**config.mk**
```make
export PLATFORM = sky130hd
export DESIGN_NAME = multiprecision_mac_row
export DESIGN_NICKNAME = d
export VERILOG_FILES = /design/src/rtl/mmr_pkg.sv /design/src/rtl/multiprecision_mac_row.sv /design/src/rtl/mmr_mul_stage.sv /design/src/rtl/mmr_acc_stage.sv /design/src/rtl/mmr_res_fifo.sv
export SDC_FILE = /design/constraint.sdc
export NUM_CORES = 2
export LEC_CHECK = 0
export ABC_AREA = 0
export BUFFER_PORTS_ARGS = -buffer_cell sky130_fd_sc_hd__clkbuf_2
export CAP_MARGIN = 10
export CORE_MARGIN = 2
export CORE_UTILIZATION = 54
export CTS_CLUSTER_SIZE = 20
export DETAILED_ROUTE_END_ITERATION = 12
export PLACE_DENSITY = 0.71
export SYNTH_ARGS = -nofsm -noshare
export SYNTH_HDL_FRONTEND = slang
export SYNTH_SLANG_ARGS = --single-unit
```
**constraint.sdc**
```tcl
create_clock -name clk -period 12.23 [get_ports clk]
set_input_delay 1.223 -clock clk [delete_from_list [all_inputs] [get_ports clk]]
set_output_delay 1.223 -clock clk [all_outputs]
set_load 0.02 [all_outputs]
```
**src/rtl/mmr_pkg.sv**
```systemverilog
// Types and constants of the multiprecision multiply-accumulate row.
// Depends on nothing; used by every module of the block.
package mmr_pkg;

    localparam int WORD_BITS = 32;
    localparam int RES_DEPTH = 4;
    localparam int RES_PTR_BITS = $clog2(RES_DEPTH);
    localparam int RES_CNT_BITS = $clog2(RES_DEPTH + 1);

    typedef logic [WORD_BITS-1:0]   word_t;
    typedef logic [2*WORD_BITS-1:0] prod_t;

    // Operation codes carried on the cmd field.
    typedef enum logic [1:0] {
        CMD_MAC  = 2'd0,
        CMD_SQR  = 2'd1,
        CMD_DBL  = 2'd2,
        CMD_PROP = 2'd3
    } cmd_t;

    // One operation after the multiply stage.
    typedef struct packed {
        cmd_t  cmd;
        logic  first;
        logic  last;
        word_t dst;
        word_t dst_first;
        prod_t prod;
    } mmr_op_t;

    // One result item.
    typedef struct packed {
        word_t word;
        word_t carry;
        logic  last;
    } mmr_res_t;

endpackage

```
**src/rtl/multiprecision_mac_row.sv**
```systemverilog
// Top level of the multiprecision multiply-accumulate row kernel.
// Depends on mmr_pkg, mmr_mul_stage, mmr_acc_stage and mmr_res_fifo.
//
// Channel  Handshake              Payload
// in       in_valid / in_ready    cmd, first, last, src_word, dst_word, dst_first_word
// out      out_valid / out_ready  result_word, carry_out, last_of_run
// cfg      cfg_valid / cfg_ready  multiplier
//
// An item's first result is offered once it has passed the input register, the product
// register and the carry loop's write into the result queue.
// One item is accepted per cycle while in_ready is high; square items and closing doubled
// items give two results, so the out channel (one result per cycle) sets the rate for them.
// Reset clears the carry, the pending word, the multiplier and all valid flags.
// A stalled out channel fills the four-entry queue, then backs up into the input.
module multiprecision_mac_row
    import mmr_pkg::*;
(
    input  logic        clk,
    input  logic        rst_n,
    input  logic        in_valid,
    output logic        in_ready,
    input  logic [1:0]  cmd,
    input  logic        first,
    input  logic        last,
    input  logic [31:0] src_word,
    input  logic [31:0] dst_word,
    input  logic [31:0] dst_first_word,
    output logic        out_valid,
    input  logic        out_ready,
    output logic [31:0] result_word,
    output logic [31:0] carry_out,
    output logic        last_of_run,
    input  logic        cfg_valid,
    output logic        cfg_ready,
    input  logic [31:0] multiplier
);

    word_t    multiplier_reg;
    logic     op_valid;
    mmr_op_t  op;
    logic     op_take;
    logic     space_ok;
    logic     push_two;
    mmr_res_t res0;
    mmr_res_t res1;
    mmr_res_t head;

    // Configuration writes are always taken.
    assign cfg_ready = 1'b1;

    always_ff @(posedge clk or negedge rst_n)
    begin
        if (!rst_n)
        begin
            multiplier_reg <= '0;
        end
        else if (cfg_valid)
        begin
            multiplier_reg <= multiplier;
        end
    end

    // Input register and multiplier.
    mmr_mul_stage u_mul (
        .clk          (clk),
        .rst_n        (rst_n),
        .in_valid     (in_valid),
        .in_ready     (in_ready),
        .in_cmd       (cmd_t'(cmd)),
        .in_first     (first),
        .in_last      (last),
        .in_src       (src_word),
        .in_dst       (dst_word),
        .in_dst_first (dst_first_word),
        .multiplier   (multiplier_reg),
        .op_valid     (op_valid),
        .op           (op),
        .op_take      (op_take)
    );

    // Carry loop.
    mmr_acc_stage u_acc (
        .clk      (clk),
        .rst_n    (rst_n),
        .op_valid (op_valid),
        .op       (op),
        .space_ok (space_ok),
        .op_take  (op_take),
        .push_two (push_two),
        .res0     (res0),
        .res1     (res1)
    );

    // Result queue.
    mmr_res_fifo u_fifo (
        .clk       (clk),
        .rst_n     (rst_n),
        .push      (op_take),
        .push_two  (push_two),
        .res0      (res0),
        .res1      (res1),
        .space_ok  (space_ok),
        .out_valid (out_valid),
        .out_ready (out_ready),
        .head      (head)
    );

    assign result_word = head.word;
    assign carry_out   = head.carry;
    assign last_of_run = head.last;

endmodule

```
**src/rtl/mmr_mul_stage.sv**
```systemverilog
// Input register and the word multiplier with its product register.
// Depends on mmr_pkg.
module mmr_mul_stage
    import mmr_pkg::*;
(
    input  logic    clk,
    input  logic    rst_n,
    input  logic    in_valid,
    output logic    in_ready,
    input  cmd_t    in_cmd,
    input  logic    in_first,
    input  logic    in_last,
    input  word_t   in_src,
    input  word_t   in_dst,
    input  word_t   in_dst_first,
    input  word_t   multiplier,
    output logic    op_valid,
    output mmr_op_t op,
    input  logic    op_take
);

    logic    a_valid_reg, a_valid_next;
    cmd_t    a_cmd_reg;
    logic    a_first_reg;
    logic    a_last_reg;
    word_t   a_src_reg;
    word_t   a_dst_reg;
    word_t   a_dst_first_reg;
    logic    b_valid_reg, b_valid_next;
    mmr_op_t b_op_reg;
    mmr_op_t b_op_next;
    logic    a_adv;
    word_t   factor;

    // Stage A moves on when stage B is empty or is being drained.
    assign a_adv    = !b_valid_reg || op_take;
    assign in_ready = !a_valid_reg || a_adv;

    // Squares use the source word twice; every other command uses the multiplier.
    assign factor = (a_cmd_reg == CMD_SQR) ? a_src_reg : multiplier;

    always_comb
    begin
        b_op_next.cmd       = a_cmd_reg;
        b_op_next.first     = a_first_reg;
        b_op_next.last      = a_last_reg;
        b_op_next.dst       = a_dst_reg;
        b_op_next.dst_first = a_dst_first_reg;
        b_op_next.prod      = prod_t'(factor) * prod_t'(a_src_reg);
    end

    always_comb
    begin
        a_valid_next = in_ready ? in_valid : a_valid_reg;
        b_valid_next = a_adv ? a_valid_reg : b_valid_reg;
    end

    // Valid flags of both stages.
    always_ff @(posedge clk or negedge rst_n)
    begin
        if (!rst_n)
        begin
            a_valid_reg <= 1'b0;
            b_valid_reg <= 1'b0;
        end
        else
        begin
            a_valid_reg <= a_valid_next;
            b_valid_reg <= b_valid_next;
        end
    end

    // Payload of stage A loads on each accepted transaction.
    always_ff @(posedge clk)
    begin
        if (in_valid && in_ready)
        begin
            a_cmd_reg       <= in_cmd;
            a_first_reg     <= in_first;
            a_last_reg      <= in_last;
            a_src_reg       <= in_src;
            a_dst_reg       <= in_dst;
            a_dst_first_reg <= in_dst_first;
        end
    end

    // Product register.
    always_ff @(posedge clk)
    begin
        if (a_adv && a_valid_reg)
        begin
            b_op_reg <= b_op_next;
        end
    end

    assign op_valid = b_valid_reg;
    assign op       = b_op_reg;

endmodule

```
**src/rtl/mmr_acc_stage.sv**
```systemverilog
// Carry loop: adds the product into the accumulator words and keeps the carry
// and the pending word of doubled rows. Depends on mmr_pkg.
module mmr_acc_stage
    import mmr_pkg::*;
(
    input  logic     clk,
    input  logic     rst_n,
    input  logic     op_valid,
    input  mmr_op_t  op,
    input  logic     space_ok,
    output logic     op_take,
    output logic     push_two,
    output mmr_res_t res0,
    output mmr_res_t res1
);

    word_t carry_reg, carry_next;
    word_t pending_reg, pending_next;

    word_t               c_in;
    word_t               pend;
    word_t               prod_lo;
    word_t               prod_hi;
    logic [2*WORD_BITS:0] mac_sum;
    logic [WORD_BITS:0]   lo_sum;
    word_t               carry_mid;
    logic [WORD_BITS:0]   up_sum;
    logic [WORD_BITS:0]   up_fin;
    logic [WORD_BITS:0]   prop_sum;

    assign op_take = op_valid && space_ok;
    assign prod_lo = op.prod[WORD_BITS-1:0];
    assign prod_hi = op.prod[2*WORD_BITS-1:WORD_BITS];
    assign c_in    = op.first ? '0 : carry_reg;
    assign pend    = op.first ? op.dst_first : pending_reg;

    // Adders of every command; the case below picks what is used.
    always_comb
    begin
        mac_sum   = (2*WORD_BITS+1)'(op.prod) + (2*WORD_BITS+1)'(op.dst)
                  + (2*WORD_BITS+1)'(c_in);
        lo_sum    = {1'b0, prod_lo[WORD_BITS-2:0], 1'b0} + {1'b0, pend};
        carry_mid = c_in + WORD_BITS'(prod_lo[WORD_BITS-1]) + WORD_BITS'(lo_sum[WORD_BITS]);
        up_sum    = {1'b0, prod_hi[WORD_BITS-2:0], 1'b0} + {1'b0, op.dst};
        up_fin    = {1'b0, up_sum[WORD_BITS-1:0]} + {1'b0, carry_mid};
        prop_sum  = {1'b0, op.dst} + {1'b0, c_in};
    end

    // Results and next state for the current operation.
    always_comb
    begin
        carry_next   = carry_reg;
        pending_next = pending_reg;
        push_two     = 1'b0;
        res0.word    = '0;
        res0.carry   = '0;
        res0.last    = 1'b1;
        res1.word    = '0;
        res1.carry   = '0;
        res1.last    = 1'b1;
        case (op.cmd)
            CMD_MAC:
            begin
                carry_next = mac_sum[2*WORD_BITS-1:WORD_BITS];
                res0.word  = mac_sum[WORD_BITS-1:0];
                res0.carry = carry_next;
            end
            CMD_SQR:
            begin
                carry_next = c_in;
                push_two   = 1'b1;
                res0.word  = prod_lo;
                res0.carry = c_in;
                res0.last  = 1'b0;
                res1.word  = prod_hi;
                res1.carry = c_in;
            end
            CMD_DBL:
            begin
                carry_next   = WORD_BITS'(prod_hi[WORD_BITS-1]) + WORD_BITS'(up_sum[WORD_BITS])
                             + WORD_BITS'(up_fin[WORD_BITS]);
                pending_next = up_fin[WORD_BITS-1:0];
                push_two     = op.last;
                res0.word    = lo_sum[WORD_BITS-1:0];
                res0.carry   = carry_next;
                res0.last    = !op.last;
                res1.word    = up_fin[WORD_BITS-1:0];
                res1.carry   = carry_next;
            end
            CMD_PROP:
            begin
                carry_next = WORD_BITS'(prop_sum[WORD_BITS]);
                res0.word  = prop_sum[WORD_BITS-1:0];
                res0.carry = carry_next;
            end
            default:
            begin
                carry_next = carry_reg;
            end
        endcase
    end

    // Row state advances once per operation taken.
    always_ff @(posedge clk or negedge rst_n)
    begin
        if (!rst_n)
        begin
            carry_reg   <= '0;
            pending_reg <= '0;
        end
        else if (op_take)
        begin
            carry_reg   <= carry_next;
            pending_reg <= pending_next;
        end
    end

endmodule

```
**src/rtl/mmr_res_fifo.sv**
```systemverilog
// Result queue: takes one or two results per cycle while space_ok is high, and hands out
// one per cycle while out_ready is high. Depends on mmr_pkg.
module mmr_res_fifo
    import mmr_pkg::*;
(
    input  logic     clk,
    input  logic     rst_n,
    input  logic     push,
    input  logic     push_two,
    input  mmr_res_t res0,
    input  mmr_res_t res1,
    output logic     space_ok,
    output logic     out_valid,
    input  logic     out_ready,
    output mmr_res_t head
);

    mmr_res_t                mem [RES_DEPTH];
    logic [RES_PTR_BITS-1:0] wr_ptr_reg, wr_ptr_next;
    logic [RES_PTR_BITS-1:0] rd_ptr_reg, rd_ptr_next;
    logic [RES_CNT_BITS-1:0] count_reg, count_next;
    logic                    pop;
    logic                    wr1;
    logic [RES_PTR_BITS-1:0] wr_ptr_inc;

    // Room for two results is always demanded so a pair never splits.
    assign space_ok   = count_reg <= RES_CNT_BITS'(RES_DEPTH - 2);
    assign out_valid  = count_reg != '0;
    assign pop        = out_valid && out_ready;
    assign wr1        = push && push_two;
    assign wr_ptr_inc = wr_ptr_reg + RES_PTR_BITS'(1);
    assign head       = mem[rd_ptr_reg];

    always_comb
    begin
        wr_ptr_next = wr_ptr_reg + RES_PTR_BITS'(push) + RES_PTR_BITS'(wr1);
        rd_ptr_next = rd_ptr_reg + RES_PTR_BITS'(pop);
        count_next  = count_reg + RES_CNT_BITS'(push) + RES_CNT_BITS'(wr1)
                    - RES_CNT_BITS'(pop);
    end

    // Pointers and fill count.
    always_ff @(posedge clk or negedge rst_n)
    begin
        if (!rst_n)
        begin
            wr_ptr_reg <= '0;
            rd_ptr_reg <= '0;
            count_reg  <= '0;
        end
        else
        begin
            wr_ptr_reg <= wr_ptr_next;
            rd_ptr_reg <= rd_ptr_next;
            count_reg  <= count_next;
        end
    end

    // Entry storage.
    always_ff @(posedge clk)
    begin
        if (push)
        begin
            mem[wr_ptr_reg] <= res0;
        end
        if (wr1)
        begin
            mem[wr_ptr_inc] <= res1;
        end
    end

endmodule

```
After elaboration in Yosys (flattened, before gate mapping)
Memories as Yosys holds them, arrays and structs flattened. Index checks and enable logic that the tools add are counted.

Bits in registers: 337. Bits in writable memories: 260. Memories kept: 1. Logic and storage cells: 69. Output and inout port bits: 68.

Memory list: u_fifo.mem (depth 4, bits a word 65, rd ports 1, clocked after memory_dff 0, write ports 2, RTL line mmr_res_fifo.sv:18) `mmr_res_t mem [RES_DEPTH];`.

Magnitude comparators: 1. Add/sub/neg operators: 17. Muxes and demuxes: 12. Reduce and logical (&&, ||, !) cells: 13. Eq/ne operators: 4. Multiply operators: 1.

Operators by type and width (count): 64-bit one-hot mux with 4 select lines (1); 32-bit by 32-bit adder with 33-bit output (4); 64-bit by 32-bit adder with 64-bit output (2); 32-bit one-hot mux with 4 select lines (1); 64-bit one-hot mux with 2 select lines (1); 32-bit by 1-bit adder with 32-bit output (3); 32-bit 2-to-1 mux (3); 32-bit by 32-bit multiplier with 64-bit output (1); 2-bit by 1-bit adder with 2-bit output (3); 3-bit by 1-bit adder with 3-bit output (2); 1-bit logical AND (5); 2-bit by 1-bit == test with 1-bit output (second input constant) (2); 2-bit == test (second input constant) (2); 1-bit 2-to-1 mux (4); 1-bit one-hot mux with 2 select lines (2); 3-bit by 2-bit less-or-equal comparator with 1-bit output (second input constant) (1); 1-bit logical NOT (3); 3-bit nonzero test (1); 3-bit by 1-bit subtractor with 3-bit output (1); 1-bit by 1-bit adder with 2-bit output (1); 2-bit by 1-bit adder with 2-bit output (second input constant) (1); 2-bit logical NOT (1); 1-bit logical OR (2); 2-bit AND reduction (1).

Depth between registers and ports, before layout
Word-level depth: 6. Mapped depth: 46. Gate-level depth less buffers: 41.

Cells and area by module
A second synthesis with hierarchy kept.

Cell total of the unflattened synthesis: 6653. Area total of the unflattened synthesis: 69904.5 um2.

By module, submodules not included: mmr_mul_stage (instances 1, area each 40920.5 um2, cells each 4049); mmr_acc_stage (instances 1, area each 14302.5 um2, cells each 1867); mmr_res_fifo (instances 1, area each 13325.3 um2, cells each 667); multiprecision_mac_row (instances 1, area each 1356.3 um2, cells each 70).

Worst setup path after synthesis
OpenSTA, ideal clock, no wires.

Path kind: register to register. From: register u_mul.b_op_reg (netlist bit u_mul.op[129]). To: memory u_fifo.mem[0][1] (netlist bit), data pin. Stages on the path, launching flop included: 47. Arrival time: 9.251 ns. Path slack: 2.704 ns. Period minus slack after synthesis: 9.526 ns. Cell sequence: edfxtp_1 -> clkbuf_1 -> clkbuf_1 -> clkbuf_1 -> clkbuf_1 -> clkbuf_1 -> mux2i_1 -> inv_1 -> ha_1 -> a211oi_1 -> o211a_1 -> o21ai_0 -> a221oi_2 -> a21o_1 -> o211ai_1 -> a21o_1 -> a21o_1 -> a21oi_1 -> (+11 left out) -> xor2_1 -> nor2_1 -> ha_1 -> inv_1 -> o21bai_1 -> a21oi_1 -> nor2b_1 -> a31oi_1 -> a211oi_1 -> o41ai_1 -> nand3_1 -> and2_1 -> fa_1 -> nor2b_1 -> a21oi_1 -> o311ai_1 -> mux2i_1 -> o22ai_1.

RTL lines: start: declaration (RTL line mmr_mul_stage.sv:30) `mmr_op_t b_op_reg;`; start signal: assignment (RTL line mmr_mul_stage.sv:92) `b_op_reg <= b_op_next;`; end: declaration (RTL line mmr_res_fifo.sv:18).

==> metrics <==
outcome=completed; root buf cell=clkbuf_16; ys flop type=edfxtp_1; Die Area=128000 um^2; Post-Syn Nets=about 8000; CTS tree=yes; final antenna-violating net count=0; Crit path arrival time=between 10000 and 15000 ps; Setup Viol. Count Final=0; Max-cap violations=0; Worst path most repeated cell=nand3_1; CP Class=flop to flop; commonest non-fill, non-tap cell in the layout=fa_1; sequential area share after synthesis=25.6%; max reg flops=260; clock latency on the worst-skew pair=700 ps; worst slew pin tran=1170 ps; post-synth design cell area=67800 um^2; Die Wd=358 um; fmax=0.0943 GHz; Slowest-stage cell, CP=o41ai_1; Synth Warn #=0; All-Layer GR Usage=33.1%; Setup Skew=34.9 ps; DRC violations left=0; Yosys reg bits=597; Final Wtd Congestion=1.00; final setup TNS=0 ps; crit path max fanout=34; Design Area, Final=72800 um^2; first-pass GRT wire length=317 mm; DRT Wirelength=around 210 mm; Max-Slew Margin vs Limit=a little over a fifth; # hold bufs at CTS=0; register name with the most flops=u_fifo.mem; Post-synth EDFFs=a little under 500; vias in the first global route=52700; Synth cell types=97; fin nets=8102; # port buffers=203; Avg Vias per Cell=6.12; initial antenna violation count=6; Final Hold Fails=0; RSZ-0062 raised after global routing=no; layout cell share with drive strength beyond 1=10.2%; R2R cell count=41; fin cells=8306; Hold Crit Class=input pin to async pin; DRT iter0 DRCs=5099; Post-synth ARST share=17.6%; CP peak stage delay=570 ps; row count=130; die extent in y=approximately 360 um; core region area=125000 um^2; routed vias=~50000; CTS Buf Count=71; post_cts resized=0; Post-DP HPWL=around 160 mm; Clock Sinks=597; DP Cell Count=8172; Clock transition at path regs=60 ps; fin. max-slew vios=0; placed instance area=70400 um^2; Startpoint Class=flop; DR WL/cell=roughly 25 um; DR pass1 iterations=7; IO Count=205; largest net degree at the start of global routing=66; Avg Inst Size Synth=10.3 um^2; fin crit share=86.7%; H-tree lvl count=3; Starting Density=54.2%; CTS Buffer Depth=3; Setup Fix Bufs, Post-CTS=0; cell count after synthesis=6591; area delta synth->final=7.27%; critical path data required time=between 10000 and 15000 ps; Worst Setup End Kind=flop; commonest cells after routing, fill and taps aside=938 x fa_1, 918 x inv_1, 717 x nand2_1; min Tclk post-route=approximately 11000 ps; Overflow after GRT=0
kinds of logic after synthesis:
family	Yosys count	share of synthesized area, %
muxes	203	4.44
DFF	597	25.6
and+or+nand+nor	1819	13.5
xor gates and xnor gates	254	3.28
adders and majority gates	1370	35.6
AOI/OAI and AO/OA	1053	10.3
other	1	0.00553
buffers and inverters	1294	7.26
worst max-delay path, delay by kind of cell (launching register included):
kind            cells  cell delay [ps]
compound gates     17             4120
mux                 2              760
flops               1              440
simple gates       13             2200
fa+ha+maj           5             1900
xor+xnor            1              170
buf+inv             3              660
cells in the mapped netlist (10+ instances only):
cell type    n  area, um^2
a211oi_1    18         135
a21o_1     142        1070
a21oi_1    212        1060
a221oi_1    10        87.6
a222oi_1    18         180
a22o_1      18         158
a22oi_1     31         233
a31oi_1     28         175
and2_1     602        3770
and3_1      35         219
buf_1       15        56.3
buf_4       10        75.1
clkbuf_1   337        1260
dfrtp_1    105        2630
edfxtp_1   488       14700
fa_1       938       18800
ha_1       432        5410
inv_1      919        3450
mux2_2     131        1480
mux4_2      65        1460
nand2_1    735        2760
nand2b_1    38         238
nand3_1     64         320
nand4_1     50         313
nor2_1     138         518
nor2b_1     63         394
nor3_1      32         160
o211ai_1    13        97.6
o21a_1      42         315
o21ai_0    139         696
o21ai_1     14        70.1
o21bai_1    34         255
o22ai_1    233        1460
o31ai_1     10        75.1
or3_1       15        93.8
xnor2_1    154        1350
xor2_1     100         876
stage by stage:
step / setup WS (ps) / util, % / hold WS (ps)
floorplan: 2700 / - / 400
global placement: 1860 / 56.3 / 403
detailed placement: 1780 / 56.3 / 405
CTS: 1690 / 58.2 / 349
global route: 930 / 58.2 / 368
finish: 1630 / 58.2 / 390
final cells by class:
| type | instances | area (um^2) |
|---|---|---|
| inverters | 920 | 3450 |
| clock buffers | 88 | 1880 |
| diodes | 4 | 10.0 |
| repair buffers | 305 | 1810 |
| multi-input cells | 4700 | 45700 |
| fillers | 10500 | 52300 |
| clock inverters | 42 | 505 |
| well taps | 1650 | 2060 |
| flip-flops and latches | 597 | 17400 |
worst paths after layout:
path                                                from                               to  slack (ps)
max                              u_mul.op[129]$_DFFE_PP_       u_fifo.mem[0][1]$_DFFE_PP_        1630
min                                                rst_n   multiplier_reg[18]$_DFFE_PN0P_         390
max reg2reg                      u_mul.op[129]$_DFFE_PP_       u_fifo.mem[0][1]$_DFFE_PP_        1630
min reg2reg                u_mul.a_dst_reg[21]$_DFFE_PP_          u_mul.op[117]$_DFFE_PP_         410
max in group asynchronous                          rst_n  u_acc.carry_reg[31]$_DFFE_PN0P_        9990
min in group clk           u_mul.a_dst_reg[21]$_DFFE_PP_          u_mul.op[117]$_DFFE_PP_         410
metal layers:
metal  wire length (um)  track usage, %  vias to the layer above
met5                 12               0                        -
met4               9980            14.1                        2
met3              21700            6.99                      547
met2              98400            54.1                     2861
met1              80200            43.0                    25500
li1                   -               -                    21900
Power is not shown: default switching activity piles up to over one toggle a cycle in this logic, so the estimate is an artifact.
